--- src/hw/rtl/givens_qr_matrix_inverse_defines.svh ---
// Assertion shorthands for the Givens inverse block.
// Each expects clk and rst in scope; checks are off while rst is high.
`ifndef GIVENS_QR_MATRIX_INVERSE_DEFINES_SVH
`define GIVENS_QR_MATRIX_INVERSE_DEFINES_SVH

// Same-cycle implication.
`define GQI_ASSERT_NOW(lbl, ante, cons) \
  lbl: assert property (@(posedge clk) disable iff (rst) (ante) |-> (cons)) \
    else $error("gqi check failed");

// Next-cycle implication.
`define GQI_ASSERT_NEXT(lbl, ante, cons) \
  lbl: assert property (@(posedge clk) disable iff (rst) (ante) |=> (cons)) \
    else $error("gqi check failed");

`endif

--- src/hw/rtl/gqi_ram.sv ---
`default_nettype none
module gqi_ram #(
  parameter int WIDTH = 32,
  parameter int DEPTH = 128
) (
  input  wire logic                     clk,
  input  wire logic                     we,
  input  wire logic [$clog2(DEPTH)-1:0] waddr,
  input  wire logic [WIDTH-1:0]         wdata,
  input  wire logic [$clog2(DEPTH)-1:0] raddr,
  output logic      [WIDTH-1:0]         rdata
);

  logic [WIDTH-1:0] mem [DEPTH];

  always_ff @(posedge clk) begin
    if (we) begin
      mem[waddr] <= wdata;
    end
    rdata <= mem[raddr];
  end

endmodule
`default_nettype wire

--- config.mk ---
export PLATFORM = sky130hd
export DESIGN_NAME = gqi_ram
export DESIGN_NICKNAME = d
export VERILOG_FILES = /design/src/hw/rtl/givens_qr_matrix_inverse_defines.svh /design/src/hw/rtl/gqi_ram.sv
export SDC_FILE = /design/constraint.sdc
export NUM_CORES = 2
export LEC_CHECK = 0
export BUFFER_PORTS_ARGS = -buffer_cell sky130_fd_sc_hd__buf_2
export CAP_MARGIN = 5
export CORE_AREA = 2 2 502 504
export CTS_CLUSTER_SIZE = 14
export DETAILED_ROUTE_END_ITERATION = 8
export DIE_AREA = 0 0 504 506
export PLACE_DENSITY_LB_ADDON = 0.25
export SLEW_MARGIN = 40
export SYNTH_ARGS = -nofsm -noshare
export SYNTH_HDL_FRONTEND = slang
export SYNTH_SLANG_ARGS = --single-unit
--- constraint.sdc ---
create_clock -name clk -period 4.3 [get_ports clk]
set_clock_uncertainty 0.1 [all_clocks]
set_input_delay 0.215 -clock clk [delete_from_list [all_inputs] [get_ports clk]]
set_output_delay 0.215 -clock clk [all_outputs]
set_load 0.005 [all_outputs]
==> flow_metrics.py <==
metrics = {
    "status": {
        "outcome": "completed",
    },
    "clocking": {
        "cts_max_level": 5,
        "cts_tree": "yes",
        "numCtsBuffers": 404,
        "ctsRootBufferMaster": "sky130_fd_sc_hd__clkbuf_16",
        "clk_path_buf_depth": 4,
        "postCtsResizedCells": 0,
        "clock_latency_ps": 1000,
        "cts.sinks": 4128,
        "clkTransAtPathRegs_ps": 60,
    },
    "floorplan": {
        "design.die.area_sq_um": 255000,
        "dieHeight_um": 506,
        "io-pin-count": 80,
        "floorplan.initialDensity": 0.625,
        "floorplan.rows": 184,
        "fp.coreArea_sq_um": 250000,
        "floorplan.die.width_um": 504,
    },
    "drt": {
        "wl_per_cell_um": 40.2,
        "first_iter_violations": 12000,
        "via_per_inst": 7.16,
        "total_routed_wirelength_um": 412000,
        "drt_pass1_iterations": 6,
        "routed-via-count": 73300,
        "detail-route-antenna-nets": 0,
        "detail_route.drc_violations": 0,
    },
    "setup_path": {
        "worst_path_most_repeated_cell": "sky130_fd_sc_hd__mux4_2",
        "worst-endpoint-required_ps": 5060,
        "worst-r2r-cell-count": 5,
        "cell_class_contributing_the_biggest_share_of_worst_path_delay": "multiplexers",
        "crit_path_top_delay_cell": "sky130_fd_sc_hd__mux4_2",
        "timing.critical_path.depth": 5,
        "worst_setup_path_endpoint": "rdata[21]",
        "critPathArrivalTime_ps": 4040,
        "setup.worst_path.end_class": "flop",
        "crit_type": "flop to flop",
        "worst_setup_path_start_kind": "flop",
        "regToRegSetupSlack_ps": 1020,
        "r2r_endpoint": "rdata[21]",
        "critical_path.reg2reg.startpoint": "mem[82][21]",
        "critical_path.startpoint": "mem[82][21]",
        "crit_fanout": 1,
        "critical-path-max-stage-delay_ps": 650,
        "crit_chain": "mux4_2 -> mux4_2 -> mux4_2 -> mux2_2 -> dlygate4sd3_1",
        "timing.critical_path.buf_inv": 1,
    },
    "global_routing": {
        "grt_use_met2": 0.503,
        "grt_overflow": 0,
        "grt.met1_usage": 0.458,
        "use_met3": 0.0871,
        "antenna_found_initial": 52,
        "wire_length_of_the_first_global_routing_pass_um": 576000,
        "first_global_vias": 74600,
        "grt_use_total": 0.328,
        "grt_start_max_net_pins": 83,
        "grt_busiest_layer": "met2",
    },
    "cells_and_area": {
        "final_net_count": 6603,
        "layout-area-overhead-vs-synth_pct": 13.5,
        "filler_cell_count": 13600,
        "multiInputGateArea_sq_um": 32300,
        "most-common-layout-cells": "sky130_fd_sc_hd__edfxtp_1 (4096), sky130_fd_sc_hd__mux4_2 (1344), sky130_fd_sc_hd__clkbuf_16 (413)",
        "seq_area_sq_um": 124000,
        "layout.cells.most_common": "sky130_fd_sc_hd__edfxtp_1",
        "final_layout_size_suffix_gt1_frac": 0.363,
    },
    "power_and_ir_drop": {
        "total_power_mw": 83.1,
        "vdd_drop_max_uv": 375,
        "power_per_cell_area_nw_per_um2": 469,
        "power_leakage_nw": 54.8,
    },
    "logic_synthesis": {
        "netlist_area_sq_um": 156000,
        "synth.yosys.seq_area_share": 0.791,
        "syn_inst": 5990,
        "synth_cell_type_count": 17,
        "postSynthNetCount": 6038,
        "yosys_warnings": 0,
        "ys_seq_elements": 4128,
        "mean_area_per_synthesized_cell_sq_um": 26.1,
    },
    "sta": {
        "rsz0062_at_grt": "false",
        "final-setup-viol-count": 0,
        "timing.setup.tns_ps": 0,
        "final.period_utilization": 0.764,
        "timing.final.hold_violations": 0,
        "fin_max_slew_vios": 0,
        "post-route-min-period_ps": 3280,
        "slew-limit-headroom": 0.396,
        "timing.fmax_ghz": 0.305,
        "slew_of_the_pin_with_the_lowest_slew_margin_ps": 903,
    },
    "run": {
        "max_cap_violations": 0,
    },
    "placement": {
        "place_congestion": 0.833,
        "place.port_buffers": 79,
        "place.detailed.hpwl_um": 218000,
    },
    "hold_path": {
        "holdCritPathClass": "input port to flop",
        "min-delay-start": "waddr[5]",
    },
}
Yosys cell counts (all sizes together):
| master | number | share of area |
|---|---|---|
| nand4 | 3 | 0.00012 |
| clkbuf | 182 | 0.0044 |
| nor2b | 7 | 0.00028 |
| edfxtp | 4096 | 0.79 |
| mux2 | 32 | 0.0023 |
| nand2b | 2 | 0.000080 |
| mux4 | 1344 | 0.19 |
| nor3 | 9 | 0.00029 |
| dfxtp | 32 | 0.0041 |
| nand3 | 12 | 0.00038 |
| nand2 | 14 | 0.00034 |
| nor2 | 122 | 0.0029 |
| buf | 134 | 0.0040 |
| or3 | 1 | 0.000040 |
tightest hold or removal path, delay by kind of cell:
family | cells | cell delay [ps]
buffers and inverters | 1 | 150
and+or+nand+nor | 3 | 560
report_power, final:
group          switching, mW  total (mW)  internal, mW
logic                   2.65        4.38          1.73
registers              0.178        44.6          44.4
clock network           14.6        34.2          19.6
total                   17.4        83.1          65.7
metal layers:
| layer | wire length [um] | up-vias |
|---|---|---|
| li1 | - | 27500 |
| met1 | 141000 | 39100 |
| met2 | 197000 | 5792 |
| met3 | 56000 | 851 |
| met4 | 17900 | 20 |
| met5 | 136 | - |
metrics by stage:
stage / instance area (sq um) / setup WS, ps / std cells / hold slack (ps) / util
after floorplan: 156000 / 746 / 5990 / 214 / -
after global placement: 164000 / 508 / 9448 / 522 / 0.657
after detailed placement: 164000 / 490 / 9448 / 515 / 0.657
after CTS: 177000 / 1080 / 10200 / 9.48 / 0.709
after global routing: 177000 / 963 / 10200 / 30.5 / 0.709
final: 177000 / 1020 / 10200 / 35.2 / 0.710
cell type report:
type	count	share of cell area
Tap cell	3348	0.0236
Multi-Input combinational cell	1546	0.182
Clock buffer	506	0.0610
Sequential cell	4128	0.697
Timing Repair Buffer	475	0.0260
Clock inverter	212	0.0101
Antenna cell	23	0.000324
how the worst min path moves through the flow:
stage / end / slack (ps) / cells after the start
3_3_place_gp: rdata[2] / 520 / 1
2_1_floorplan: mem[0][0] / 210 / 0
4_1_cts: rdata[18] / 9 / 4
6_report: mem[88][23] / 40 / 4
5_1_grt: mem[88][23] / 30 / 4
3_5_place_dp: rdata[2] / 510 / 1
repair_timing:
action | 4_1_cts | 5_1_grt
hold buffers | 41 | 3
hold endpoints to repair | 2414 | 26
setup endpoints to repair | 0 | 0
setup buffers | 0 | 0
state kept, by name, indices dropped and copies added (netlist names):
register  cells
mem        4096
rdata        32
logic make-up (layout without fill, tap and decap cells):
group | Yosys count | count (layout) | synth area share
other | 0 | 23 | 0
DFF | 4128 | 4128 | 0.791
muxes | 1376 | 1376 | 0.196
buffers and inverters | 316 | 1193 | 0.00839
and+or+nand+nor | 170 | 170 | 0.00446
Power figures use the tool's default switching activity.
