**src/hw/rtl/givens_qr_matrix_inverse_defines.svh**
```systemverilog
// Assertion shorthands for the Givens inverse block.
// Each expects clk and rst in scope; checks are off while rst is high.
`ifndef GIVENS_QR_MATRIX_INVERSE_DEFINES_SVH
`define GIVENS_QR_MATRIX_INVERSE_DEFINES_SVH

// Same-cycle implication.
`define GQI_ASSERT_NOW(lbl, ante, cons) \
  lbl: assert property (@(posedge clk) disable iff (rst) (ante) |-> (cons)) \
    else $error("gqi check failed");

// Next-cycle implication.
`define GQI_ASSERT_NEXT(lbl, ante, cons) \
  lbl: assert property (@(posedge clk) disable iff (rst) (ante) |=> (cons)) \
    else $error("gqi check failed");

`endif

```
**src/hw/rtl/gqi_pkg.sv**
```systemverilog
`default_nettype none
package gqi_pkg;

  localparam int WORD_W     = 32;
  localparam int SIZE_W     = 4;
  localparam int ROT_BITS   = 30;
  localparam int DIV_STEPS  = 64;
  localparam int SQRT_STEPS = 32;

  localparam logic REG_MATRIX_SIZE = 1'b0;

  localparam logic signed [31:0] ROT_ONE = 32'sh40000000;
  localparam logic signed [31:0] S32_MAX = 32'sh7FFFFFFF;
  localparam logic signed [31:0] S32_MIN = 32'sh80000000;

  typedef enum logic [0:0] {
    OP_DIV,
    OP_SQRT
  } unit_op_t;

  typedef struct packed {
    logic     start;
    unit_op_t op;
  } unit_req_t;

  typedef struct packed {
    logic busy;
    logic done;
  } unit_stat_t;

  typedef enum logic [5:0] {
    ST_LOAD,
    ST_QINIT,
    ST_PV_RDX,
    ST_PV_RDY,
    ST_PV_LATY,
    ST_PV_SQ1,
    ST_PV_SQ2,
    ST_PV_SQ3,
    ST_PV_SQRT_GO,
    ST_PV_SQRT_WAIT,
    ST_PV_COS_GO,
    ST_PV_COS_WAIT,
    ST_PV_SIN_GO,
    ST_PV_SIN_WAIT,
    ST_PV_WRK,
    ST_PV_WRL,
    ST_RT_RDA,
    ST_RT_RDB,
    ST_RT_M1,
    ST_RT_M2,
    ST_RT_M3,
    ST_RT_M4,
    ST_RT_M5,
    ST_RT_M6,
    ST_BS_RDQ,
    ST_BS_RDD,
    ST_BS_LATD,
    ST_BS_RDL,
    ST_BS_MUL,
    ST_BS_ACC,
    ST_BS_DIV_GO,
    ST_BS_DIV_WAIT,
    ST_EMIT
  } state_t;

  // Magnitude of a signed word; the most negative value maps to 2^31.
  function automatic logic [31:0] mag32(input logic signed [31:0] a);
    return a[31] ? 32'(-a) : 32'(a);
  endfunction

  function automatic logic [63:0] mag64(input logic signed [63:0] a);
    return a[63] ? 64'(-a) : 64'(a);
  endfunction

  // Drop ROT_BITS fraction bits, round half away from zero, clip to a word.
  function automatic logic signed [31:0] rnd_sat30(input logic signed [63:0] v);
    logic [63:0] mag;
    logic [33:0] t;
    mag = v[63] ? 64'(-v) : 64'(v);
    t   = 34'((mag + (64'd1 << (ROT_BITS - 1))) >> ROT_BITS);
    if (!v[63]) begin
      return (t > 34'h07FFFFFFF) ? S32_MAX : 32'(t);
    end
    return (t > 34'h080000000) ? S32_MIN : 32'(34'(-t));
  endfunction

  // a - b, clipped to the 64-bit range.
  function automatic logic signed [63:0] sat_sub64(input logic signed [63:0] a,
                                                   input logic signed [63:0] b);
    logic signed [64:0] s;
    s = {a[63], a} - {b[63], b};
    if (s[64] != s[63]) begin
      return s[64] ? {1'b1, 63'b0} : {1'b0, {63{1'b1}}};
    end
    return s[63:0];
  endfunction

  // Signed quotient from magnitude and sign, clipped to a word: {clip, value}.
  function automatic logic [32:0] sat_quo(input logic [63:0] mag, input logic neg);
    logic clip;
    if (!neg) begin
      clip = |mag[63:31];
      return {clip, clip ? S32_MAX : mag[31:0]};
    end
    clip = (|mag[63:32]) || (mag[31] && (|mag[30:0]));
    return {clip, clip ? S32_MIN : 32'(-mag[31:0])};
  endfunction

endpackage
`default_nettype wire

```
**src/hw/rtl/gqi_divsqrt.sv**
```systemverilog
`default_nettype none
// Bit-serial unit: unsigned 64/32 restoring divide (one quotient bit a cycle)
// or 64-bit integer square root (one root bit a cycle).
module gqi_divsqrt (
  input  wire logic               clk,
  input  wire logic               rst,
  input  wire gqi_pkg::unit_req_t req,
  input  wire logic [63:0]        num,
  input  wire logic [31:0]        den,
  output gqi_pkg::unit_stat_t     stat,
  output logic      [63:0]        result
);

  logic              busy;
  logic              done;
  gqi_pkg::unit_op_t op;
  logic [5:0]        cnt;
  logic [63:0]       quo;
  logic [34:0]       rem;
  logic [31:0]       root;
  logic [31:0]       dv;

  logic [34:0] shifted;
  logic [34:0] sub;
  logic [35:0] diff;
  logic        ge;

  always_comb begin
    if (op == gqi_pkg::OP_SQRT) begin
      shifted = {rem[32:0], quo[63:62]};
      sub     = {1'b0, root, 2'b01};
    end else begin
      shifted = {rem[33:0], quo[63]};
      sub     = {3'b000, dv};
    end
    diff = {1'b0, shifted} - {1'b0, sub};
    ge   = !diff[35];
  end

  always_ff @(posedge clk) begin
    if (rst) begin
      busy <= 1'b0;
      done <= 1'b0;
    end else begin
      done <= 1'b0;
      if (req.start) begin
        busy <= 1'b1;
      end else if (busy && cnt == '0) begin
        busy <= 1'b0;
        done <= 1'b1;
      end
    end
  end

  always_ff @(posedge clk) begin
    if (req.start) begin
      op   <= req.op;
      quo  <= num;
      rem  <= '0;
      root <= '0;
      dv   <= den;
      cnt  <= (req.op == gqi_pkg::OP_SQRT) ? 6'(gqi_pkg::SQRT_STEPS - 1)
                                           : 6'(gqi_pkg::DIV_STEPS - 1);
    end else if (busy) begin
      rem <= ge ? diff[34:0] : shifted;
      cnt <= cnt - 6'd1;
      if (op == gqi_pkg::OP_SQRT) begin
        quo  <= {quo[61:0], 2'b00};
        root <= {root[30:0], ge};
      end else begin
        quo <= {quo[62:0], ge};
      end
    end
  end

  assign stat.busy = busy;
  assign stat.done = done;
  assign result    = (op == gqi_pkg::OP_SQRT) ? {32'b0, root} : quo;

endmodule
`default_nettype wire

```
**config.mk**
```make
export PLATFORM = sky130hd
export DESIGN_NAME = gqi_divsqrt
export DESIGN_NICKNAME = d
export VERILOG_FILES = /design/src/hw/rtl/givens_qr_matrix_inverse_defines.svh /design/src/hw/rtl/gqi_pkg.sv /design/src/hw/rtl/gqi_divsqrt.sv
export SDC_FILE = /design/constraint.sdc
export NUM_CORES = 1
export LEC_CHECK = 0
export ABC_AREA = 0
export BUFFER_PORTS_ARGS = -buffer_cell sky130_fd_sc_hd__buf_4
export CORE_ASPECT_RATIO = 1.1
export CORE_UTILIZATION = 25
export CTS_CLUSTER_SIZE = 40
export DETAILED_ROUTE_END_ITERATION = 8
export PLACE_DENSITY = 0.47
export SLEW_MARGIN = 20
export SYNTH_ARGS = -nofsm -noshare
export SYNTH_HDL_FRONTEND = slang
export SYNTH_SLANG_ARGS = --single-unit
```
**constraint.sdc**
```tcl
create_clock -name clk -period 5.5 [get_ports clk]
set_input_delay 0.55 -clock clk [delete_from_list [all_inputs] [get_ports clk]]
set_output_delay 0.55 -clock clk [all_outputs]
set_load 0.005 [all_outputs]
```
==> parameters.txt, run 1 <==
Parameter                              Value

Clock network
  Buffer cell driving the clock tree root    clkbuf_16
  Clock tree from TritonCTS    yes
  Latest clock arrival within the worst-skew pair    0.45 ns
  Maximum root-to-sink buffer count    2
  Postcts setup bufs    0
  CTS resizes    0
  Clock transition at the registers of the reported paths    roughly 0.070 ns
  Num CTS Buffers    17
  Count of clock tree sinks    ~170
  H-tree level count    4
  Cts hold-fix bufs    0

Setup path
  Top cell by count, worst path    buf_4
  Crit-path leading delay family    compound AO/OA/AOI/OAI gates
  Reg-to-reg endpoint    rem[29]
  Depth of the worst register-to-register path    12
  Start point of the critical path    op
  Flop2flop setup slack    1.08 ns
  Worst path depth    12
  CP Max Fanout    34
  Worst setup endpoint    rem[29]
  Stage delay of the slowest cell on the critical path    roughly 0.58 ns
  Startpoint type of the worst setup path    flip-flop
  CP Data Arrival Time    4.79 ns
  Endpoint class of the critical path    flip-flop
  Crit path kind    reg -> reg
  Crit Reg-Reg Startpoint    op
  Number of buffer and inverter instances along the worst setup path    2
  Data required, critical path    5.87 ns
  Slowest cell on the critical path    o21a_1
  List of cells traversed by the critical path    buf_4, buf_4, mux2i_1, ha_1, nand4_1, nor2_1, a21o_1, o21ai_0, o21ai_2, o21a_1, nand2_1, o211ai_1

Floorplanning
  Std-Cell Core Area    40,170 µm²
  Number of top-level pins    166
  Floorplan die height    around 210 µm
  Die extent in x    194.6 µm
  Number of core rows    77
  Starting Density    25.40%
  Full die area    41,630 µm²

GRT
  Vias in the first global route    between 8,000 and 9,000
  Routing usage on met2    22.61%
  Initial antenna violation count    0
  Gr ovfl total    0
  Wire length of the first global-routing pass    45,030 µm
  Largest net degree at the start of global routing    87
  Met1 layer usage reported by global route    17.35%
  Routing layer with the top usage in global route    met2
  Met3 track utilization from global routing    ~3.2%
  Total routing usage reported by global routing    approximately 14%

Layout
  Final nets    ~1,300
  Layout overhead on the synthesized area    22.18%
  Share of post-route cells with drive strength above 1    between 20% and 30%
  Diode count    0
  Post-route core utilization    31.03%
  Count of placed standard cells in the final layout, fillers left out    1,717

Outcome
  Outcome    complete, no violations

Hold path
  WHS Path Cells    2
  Tightest Hold Check Type    in -> reg

Synthesis
  Syn. warnings    0
  Post-Syn Nets    1,203
  Biggest area consumer among synthesized cells    edfxtp_1
  Main synth FF type    edfxtp_1
  Post-synth design cell area    10,200 µm²
  Share of the synthesized area in the top cell type    30.31%
  Number of cells produced by synthesis    1,067
  Synth Area per Inst    9.563 µm²
  Register area share after synthesis    43.65%
  Distinct cell type count after synthesis    slightly above 60
  Number of flops mapped to enable cells by yosys    ~100
  Post-synthesis sequential element count    171
  Fraction of synthesis flops using an asynchronous set or reset pin    0%
  Cell types occupying the most area after synthesis    edfxtp_1, dfxtp_1, mux2i_1, nand2_1, mux2_2

Drt
  Total number of vias    8,084
  Sum of routed wire length over all layers    28,510 µm
  Router iterations before antenna repair    4
  Mean routed wirelength per cell    16.60 µm
  Via density    between 4 and 5
  DRC violations left    0
  First DRT Iteration DRCs    354
  Antenna-violating nets left    0

Timing
  Share of the clock period used by the worst path    80.39%
  Count of final hold-check violations    0
  Tmin final    4.422 ns
  Pins Over Slew Limit    0
  Skew final    0.008786 ns
  Minimum hold slack    about 0.27 ns
  Final total negative setup slack    0 ns
  Upper clock frequency limit    226.2 MHz
  Post-route setup slack    1.078 ns
  Least-Margin Pin Slew    0.9981 ns
  Worst relative slew slack    roughly 33%
  Setup violators final    0
  Setup repair after global routing missed its margin    false

Place
  Worst-case setup slack after placement    between 1 and 1.5 ns
  Final weighted congestion of routability-driven global placement    0.8357
  Half-perimeter wire length after placement    20,970 µm
  Number of placed cells counting well taps    1,685
  Input/output buffers    ~170

Pwr
  Power density normalized to cell area    416.7 nW/µm²
  Leakage power of the design    between 0.005 and 0.006 µW
  VDD IR max    0.2679 mV

Run
  Max-cap viol count    0
## power by group
group / internal (µW) / switching (µW)
registers: 1530 / 106
clock network: 763 / 524
logic: 958 / 1310
## final cells by class
type / count / area [µm²]
fillers: 4158 / 27710
multi-input cells: 806 / 5343
flip-flops and latches: 171 / 4454
repair buffers: 179 / 1348
well taps: 513 / 641.9
clock buffers: 22 / 484.2
clock inverters: 10 / 136.4
inverters: 16 / 60.06
## Yosys cell counts (2+ instances only)
library cell	n
nand2_1	193
edfxtp_1	103
a21oi_1	95
o21ai_0	87
mux2i_1	74
dfxtp_1	68
mux2_2	61
clkbuf_1	45
nor2_1	36
nor2b_1	36
ha_1	35
a21o_1	17
inv_1	16
xnor2_1	16
a311oi_1	15
xor2_1	14
buf_1	10
nand2b_1	10
nand3_1	10
nor3_1	10
nand4_1	9
o21bai_1	8
a32oi_1	7
buf_2	7
buf_4	6
o211ai_1	6
or3_1	6
and3_1	5
o21a_1	5
o31ai_1	5
a211oi_1	4
and2_1	4
buf_6	4
or2_2	4
and4_1	3
nor4_1	3
a211oi_2	2
a221oi_1	2
a22o_1	2
o2111ai_1	2
## worst register-to-register path: stages, from the launching register on
cell and delay [ns]:
edfxtp_1 0.44, buf_4 0.45, buf_4 0.52, mux2i_1 0.16, ha_1 0.45, nand4_1 0.20
nor2_1 0.30, a21o_1 0.19, o21ai_0 0.11, o21ai_2 0.23, o21a_1 0.58, nand2_1 0.43
o211ai_1 0.29
## cell families after synthesis
group,after synthesis,share of synthesized area [%]
mux,135,13.99
fa+ha+maj,36,4.488
simple gates,332,14.63
compound gates,273,16.65
xor+xnor,30,2.575
flops,171,43.65
buf+inv,90,4.010
## sequential cells by signal, indices dropped and copies added, names as in the netlist
signal,count
quo,64
root,32
dv,32
rem,34
op,1
busy,1
done,1
cnt,6
## cells in the final DEF, fill, tap and decap left out, drive strengths merged, types with 14 or more instances in the layout
master,count
nand2,193
buf,179
edfxtp,103
a21oi,96
o21ai,89
mux2i,74
dfxtp,68
mux2,61
nor2b,36
nor2,36
ha,35
clkbuf,22
a21o,18
inv,18
xnor2,16
a311oi,16
xor2,14
## layer usage
metal / share of wire (%) / vias to the layer above
li1: - / 4103
met1: 45 / 3806
met2: 47 / 137
met3: 4.8 / 38
met4: 2.8 / 0
met5: 0 / -
## through the flow
| step | total power, µW | area (µm²) |
|---|---|---|
| 4_1_cts | 5233 | 12470 |
| 3_3_place_gp | 3939 | 11850 |
| 5_1_grt | 5541 | 12470 |
| 3_5_place_dp | 3922 | 11850 |
| 6_report | 5195 | 12470 |
| 2_1_floorplan | 3343 | 10200 |
## how the worst min path moves through the flow
stage,startpoint,endpoint,slack [ns]
finish,rst,busy,0.27
floorplan,root[31],root[31],0.44
detailed placement,root[31],root[31],0.46
global route,rst,busy,0.25
global placement,root[31],root[31],0.45
CTS,rst,busy,0.25
Power figures use the tool's default switching activity.
==> run 2, diff against run 1 <==
--- a/config.mk
+++ b/config.mk
@@ -5,13 +5,13 @@
 export SDC_FILE = /design/constraint.sdc
 export NUM_CORES = 1
 export LEC_CHECK = 0
-export ABC_AREA = 0
+export ABC_AREA = 1
 export BUFFER_PORTS_ARGS = -buffer_cell sky130_fd_sc_hd__buf_4
 export CORE_ASPECT_RATIO = 1.1
 export CORE_UTILIZATION = 25
 export CTS_CLUSTER_SIZE = 40
 export DETAILED_ROUTE_END_ITERATION = 8
-export PLACE_DENSITY = 0.47
+export PLACE_DENSITY = 0.46
 export SLEW_MARGIN = 20
 export SYNTH_ARGS = -nofsm -noshare
 export SYNTH_HDL_FRONTEND = slang
==> constraint.sdc (replaced) <==
create_clock -name clk -period 4.3 [get_ports clk]
set_input_delay 0.43 -clock clk [delete_from_list [all_inputs] [get_ports clk]]
set_output_delay 0.43 -clock clk [all_outputs]
set_load 0.005 [all_outputs]
==> run 2 against run 1 <==
  * Utilization shrank 0.15 points
  * Critical endpoint is now rem[27]
  * Clock skew shrank 0.00052 ns
  * Global-route usage grew 2.4 points
  * Total power grew 17%
  * Cell count grew 33%
  * Highest routed layer unchanged
  * Via count grew 29%
  * Fmax grew 22%
  * Sequential power grew 26%
==> parameters.txt, run 2 <==
Parameter                              Value

Pwr
  Leakage power of the design    0.006461 µW
  VDD IR max    0.2290 mV
  Power density normalized to cell area    ~450 nW/µm²

Synthesis
  Syn. warnings    0
  Register area share after synthesis    40.64%
  Main synth FF type    edfxtp_1
  Post-Syn Nets    about 1,700
  Number of cells produced by synthesis    approximately 1,600
  Post-synthesis sequential element count    171
  Top cell types by occurrence after synthesis    nand2_1, inv_1, nor2_1
  Biggest area consumer among synthesized cells    edfxtp_1
  Synth Area per Inst    6.976 µm²
  Number of flops mapped to enable cells by yosys    103
  Most used standard cell by instance count after synthesis    nand2_1
  Distinct cell type count after synthesis    42
  Cell types occupying the most area after synthesis    edfxtp_1, nand2_1, dfxtp_1, inv_1, nor2_1
  Post-synth design cell area    between 10,000 and 15,000 µm²
  Fraction of synthesis flops using an asynchronous set or reset pin    0%
  Share of the synthesized area in the top cell type    28.22%

Clock network
  Cts hold-fix bufs    0
  Buffer cell driving the clock tree root    clkbuf_16
  Maximum root-to-sink buffer count    2
  Latest clock arrival within the worst-skew pair    0.45 ns
  Clock transition at the registers of the reported paths    0.07 ns
  Num CTS Buffers    17
  CTS resizes    0
  Count of clock tree sinks    171
  Postcts setup bufs    0
  H-tree level count    4
  Clock tree from TritonCTS    yes

GRT
  Vias in the first global route    10,533
  Routing usage on met2    between 20% and 30%
  Total routing usage reported by global routing    16.29%
  Initial antenna violation count    0
  Gr ovfl total    0
  Met3 track utilization from global routing    3.792%
  Met1 layer usage reported by global route    20.11%
  Wire length of the first global-routing pass    57,370 µm
  Routing layer with the top usage in global route    met2
  Largest net degree at the start of global routing    between 100 and 150

Timing
  Upper clock frequency limit    about 280 MHz
  Least-Margin Pin Slew    1.027 ns
  Tmin final    approximately 3.6 ns
  Skew final    0.008268 ns
  Worst relative slew slack    31.53%
  Final total negative setup slack    0 ns
  Share of the clock period used by the worst path    83.98%
  Post-route setup slack    0.6889 ns
  Count of final hold-check violations    0
  Pins Over Slew Limit    0
  Setup violators final    0
  Setup repair after global routing missed its margin    false

Setup path
  Crit path kind    reg -> reg
  Start point of the critical path    op
  CP Max Fanout    125
  CP Data Arrival Time    between 3 and 4 ns
  Startpoint type of the worst setup path    flip-flop
  Crit Reg-Reg Startpoint    op
  Data required, critical path    ~4.7 ns
  Endpoint class of the critical path    flip-flop

Layout
  Final nets    about 1,800
  Post-route core utilization    30.89%
  Largest registers    quo: 64 flops, rem: 34 flops
  Largest Register    quo
  Share of post-route cells with drive strength above 1    14.69%
  Most frequent cells in the layout    nand2_1, inv_1, buf_4, nor2_1, a21oi_1
  Layout overhead on the synthesized area    22.15%
  Max FFs per register    64
  Count of placed standard cells in the final layout, fillers left out    around 2,300
  Commonest non-fill, non-tap cell in the layout    nand2_1
  Diode count    0

Place
  Final weighted congestion of routability-driven global placement    0.9379
  Worst-case setup slack after placement    0.6927 ns
  Half-perimeter wire length after placement    27,070 µm
  Number of placed cells counting well taps    2,258
  Input/output buffers    165

Drt
  Total number of vias    between 10,000 and 15,000
  First DRT Iteration DRCs    560
  Mean routed wirelength per cell    15.74 µm
  Router iterations before antenna repair    5
  Antenna-violating nets left    0
  Via density    approximately 4.6
  DRC violations left    0
  Sum of routed wire length over all layers    roughly 36,000 µm

Floorplanning
  Die extent in x    201.6 µm
  Number of core rows    80
  Full die area    44,680 µm²
  Floorplan die height    roughly 220 µm
  Starting Density    between 20% and 30%
  Std-Cell Core Area    43,340 µm²
  Number of top-level pins    around 170

Run
  Max-cap viol count    0

Hold path
  Tightest Hold Check Type    in -> reg
  HP Start    rst

Outcome
  Outcome    complete, no violations
## run 2: path summary, 6_finish.rpt
path / endpoint / slack (ns) / cells past startpoint
max: rem[27] / 0.69 / 19
min: busy / 0.14 / 2
max reg2reg: rem[27] / 0.69 / 19
min reg2reg: rem[28] / 0.46 / 2
## run 2: logic make-up (layout without fill, tap and decap cells)
family                   count (synthesis)  count (layout)  share of synthesized area, %
AO/OA/AOI/OAI                          287             287                         14.20
flip-flops                             171             171                         40.64
AND/OR/NAND/NOR                        772             772                         29.09
adder cells (fa/ha/maj)                 36              36                         4.179
buffers and inverters                  289             434                         10.61
XOR/XNOR                                16              16                         1.279
## run 2: layer usage
metal,share of wire [%],up-vias
li1,-,5327
met3,5.0,33
met4,1.9,0
met2,48,220
met1,45,4874
met5,0,-
## run 2: final cells by class
class / count / area [µm²]
Clock buffer: 20 / 489.2
Clock inverter: 12 / 145.1
Fill cell: 4810 / 29960
Inverter: 219 / 823.3
Multi-Input combinational cell: 1111 / 5345
Sequential cell: 171 / 4454
Tap cell: 574 / 718.2
Timing Repair Buffer: 183 / 1411
## run 2: worst max-delay path, stage by stage, from the launching register on
cell and delay (ns):
edfxtp_1 0.44, buf_12 0.28, nand2_1 0.22, a21boi_0 0.42, ha_1 0.37, nand2_1 0.15, inv_1 0.05, nand2_1 0.06
nand2_1 0.06, nand2_1 0.06, nand2_1 0.04, nand2_1 0.11, nand3_1 0.14, nand2_2 0.21, buf_4 0.40, nand3_1 0.12
nand2_1 0.09, inv_1 0.04, nand2_1 0.09, nand2_1 0.05
## run 2: stage by stage
| stage | hold slack [ns] | instance area, µm² | power [µW] |
|---|---|---|---|
| final | 0.1449 | 13390 | 6072 |
| after global routing | 0.1339 | 13390 | 6517 |
| after CTS | 0.1181 | 13390 | 6135 |
| after detailed placement | 0.4547 | 12750 | 4404 |
| after global placement | 0.4517 | 12750 | 4416 |
| after floorplan | 0.4349 | 10960 | 3722 |
## run 2: report_power, final
group	internal, µW	total, µW	switching [µW]
clock	955	1700	746
sequential	1950	2060	108
combinational	841	2310	1470
total	3750	6070	2320
==> run 3, diff against run 2 <==
--- a/config.mk
+++ b/config.mk
@@ -11,7 +11,7 @@
 export CORE_UTILIZATION = 25
 export CTS_CLUSTER_SIZE = 40
 export DETAILED_ROUTE_END_ITERATION = 8
-export PLACE_DENSITY = 0.46
+export PLACE_DENSITY = 0.48
 export SLEW_MARGIN = 20
 export SYNTH_ARGS = -nofsm -noshare
 export SYNTH_HDL_FRONTEND = slang
==> constraint.sdc (replaced) <==
create_clock -name clk -period 3.1 [get_ports clk]
set_input_delay 0.31 -clock clk [delete_from_list [all_inputs] [get_ports clk]]
set_output_delay 0.31 -clock clk [all_outputs]
set_load 0.005 [all_outputs]
==> run 3 against run 2 <==
  * First-iteration DRC count is 10% higher
  * Largest cell class unchanged
  * Critical path type unchanged
  * Register-to-register slack worse by 0.62 ns
  * Via count is 5.5% higher
  * Fmax is 19% higher
  * Die area stayed put
  * Critical path depth is 2 lower
  * Combinational power is 97% higher
  * Wire length is 6.7% higher
  * Cell count is 5.7% higher
  * Total power is 59% higher
  * Setup slack worse by 0.62 ns
  * Flip-flop and latch count stayed put
==> parameters.txt, run 3 (synthesis results as in run 2) <==
Parameter                              Value

Outcome
  Outcome    complete, no violations

Clock network
  H-tree level count    4
  Count of clock tree sinks    171
  Clock tree from TritonCTS    yes
  Buffer cell driving the clock tree root    clkbuf_16
  Cts hold-fix bufs    0
  Latest clock arrival within the worst-skew pair    0.45 ns
  Maximum root-to-sink buffer count    2
  Clock transition at the registers of the reported paths    ~0.07 ns
  Num CTS Buffers    17

Floorplanning
  Full die area    44,680 µm²
  Die extent in x    201.6 µm
  Number of core rows    80
  Std-Cell Core Area    approximately 43,000 µm²
  Starting Density    25.29%
  Floorplan die height    221.6 µm
  Number of top-level pins    166

Timing
  Skew final    0.009065 ns
  Setup repair after global routing missed its margin    true
  Share of the clock period used by the worst path    97.78%
  Worst relative slew slack    52.60%
  Tmin final    3.031 ns
  Setup violators final    0
  Pins Over Slew Limit    0
  Upper clock frequency limit    329.9 MHz
  Count of final hold-check violations    0
  Least-Margin Pin Slew    0.7102 ns

Drt
  DRC violations left    0
  First DRT Iteration DRCs    616
  Router iterations before antenna repair    4
  Total number of vias    11,031
  Sum of routed wire length over all layers    38,470 µm
  Mean routed wirelength per cell    15.90 µm
  Via density    4.558
  Antenna-violating nets left    0

Pwr
  Leakage power of the design    roughly 0.0073 µW
  Tot Pwr    9626 µW
  Sw Pwr    3693 µW
  Cell-internal power    approximately 6000 µW
  Power density normalized to cell area    626.1 nW/µm²
  Seq pwr share    between 20% and 30%
  Switching portion of total power    38.36%
  Relative contribution of the clock network to total power    22.8%
  VDD IR max    0.4522 mV
  Relative contribution of combinational cells to total power    a little under half

Layout
  Commonest non-fill, non-tap cell in the layout    nand2_1
  FF+latch area    4454 µm²
  Largest Register    quo
  Diode count    0
  Layout overhead on the synthesized area    40.29%
  Final nets    1,969
  Share of post-route cells with drive strength above 1    about 28%
  Finished layout cell area    about 15,000 µm²
  Most frequent cells in the layout    nand2_1, buf_4, inv_1, nor2_1, a21oi_1
  Number of fill cells    4,579
  Max FFs per register    between 60 and 70
  Combined area of the multi-input logic cells    6098 µm²
  Largest registers    quo: 64 flops, rem: 34 flops

Setup path
  Flop2flop setup slack    0.07 ns
  Reg-to-reg endpoint    rem[33]
  Crit Reg-Reg Startpoint    op
  Stage delay of the slowest cell on the critical path    0.50 ns
  List of cells traversed by the critical path    buf_12, clkbuf_16, o21ai_0, inv_1, ha_1, nand3_4, nor2_1, nand2_1, nand2_1, a21oi_4, buf_12, clkbuf_16, nand3_1, nand2_1, inv_1, nand2_1, nand2_1
  Top cell by count, worst path    nand2_1
  Number of buffer and inverter instances along the worst setup path    6
  Depth of the worst register-to-register path    17
  Endpoint class of the critical path    flip-flop
  Crit path kind    reg -> reg
  CP Data Arrival Time    3.37 ns
  CP Max Fanout    25
  Crit-path leading delay family    buffers and inverters
  Data required, critical path    around 3.4 ns
  Slowest cell on the critical path    edfxtp_1
  Startpoint type of the worst setup path    flip-flop

GRT
  Initial antenna violation count    0
  Vias in the first global route    10,716
  Wire length of the first global-routing pass    56,910 µm
  Gr ovfl total    0
  Largest net degree at the start of global routing    ~120
  Total routing usage reported by global routing    16.15%

Place
  Placed cell area    13,610 µm²
  Input/output buffers    165
  Half-perimeter wire length after placement    28,250 µm
  Final weighted congestion of routability-driven global placement    0.8940

Run
  Max-cap viol count    0

Hold path
  HP Start    rst
  WHS Path Cells    2
  Tightest Hold Check Type    in -> reg
  Worst Hold Path EP    busy
## run 3: changes by cell type in the layout (fill, tap and decap cells not counted), moves of 21 or more
| cell | delta |
|---|---|
| ha_1 | -23 |
| nand2_2 | +23 |
| a21boi_0 | -26 |
| o21ai_0 | -32 |
| o21ai_2 | +21 |
| nand2_1 | -25 |
| buf_4 | +104 |
| ha_4 | +21 |
## run 3: routing by layer
metal | global-route usage [%] | vias up | share of wire [%] | routed length (µm)
li1 | - | 5584 | - | -
met1 | 20.49 | 5184 | 45 | 17140
met2 | 27.44 | 229 | 49 | 18880
met3 | 3.571 | 34 | 4.7 | 1811
met4 | 4.326 | 0 | 1.7 | 635
met5 | 0 | - | 0 | 0
## run 3: layout make-up
type / instances / share of cell area, %
sequential: 171 / 28.97
timing repair buffer: 312 / 17.49
tap: 574 / 4.671
clock inverter: 15 / 1.050
inverter: 219 / 5.387
multi-input combinational: 1112 / 39.66
clock buffer: 17 / 2.767
## run 3: repair_timing
item | in CTS | in global routing
pin swaps | 0 | 21
resized for setup | 8 | 211
setup endpoints to repair | 36 | 36
buffers inserted | 2 | 20
gates cloned | 0 | 10
## run 3: power by group through the flow
stage                     Clock, µW  Sequential [µW]  Combinational (µW)
after floorplan                   0             2840                2320
after global placement            0             2900                3790
after detailed placement          0             2900                3790
after CTS                      2240             2850                3820
after global routing           2330             2910                5020
final                          2200             2880                4550
## run 3: worst max-delay path by stage
stage | start | to | slack, ns | depth (start not counted)
2_1_floorplan | op | quo[0] | 0.18 | 14
3_3_place_gp | op | rem[26] | -0.08 | 18
3_5_place_dp | op | rem[13] | -0.21 | 18
4_1_cts | op | rem[15] | 0.001 | 20
5_1_grt | op | rem[28] | -0.04 | 15
6_report | op | rem[33] | 0.07 | 17
## run 3: stage by stage
step / TNS, ns / util [%] / hold WS, ns / worst slack [ns] / std cells
6_report: 0 / 35.47 / 0.03153 / 0.06875 / 2420
5_1_grt: -0.2538 / 35.47 / 0.008085 / -0.03689 / 2420
4_1_cts: 0 / 32.80 / 0.01048 / 0.001285 / 2390
3_5_place_dp: -5.922 / 31.40 / 0.4527 / -0.2134 / 2356
3_3_place_gp: -1.594 / 31.40 / 0.4493 / -0.07811 / 2356
2_1_floorplan: 0 / - / 0.3824 / 0.1813 / 1571
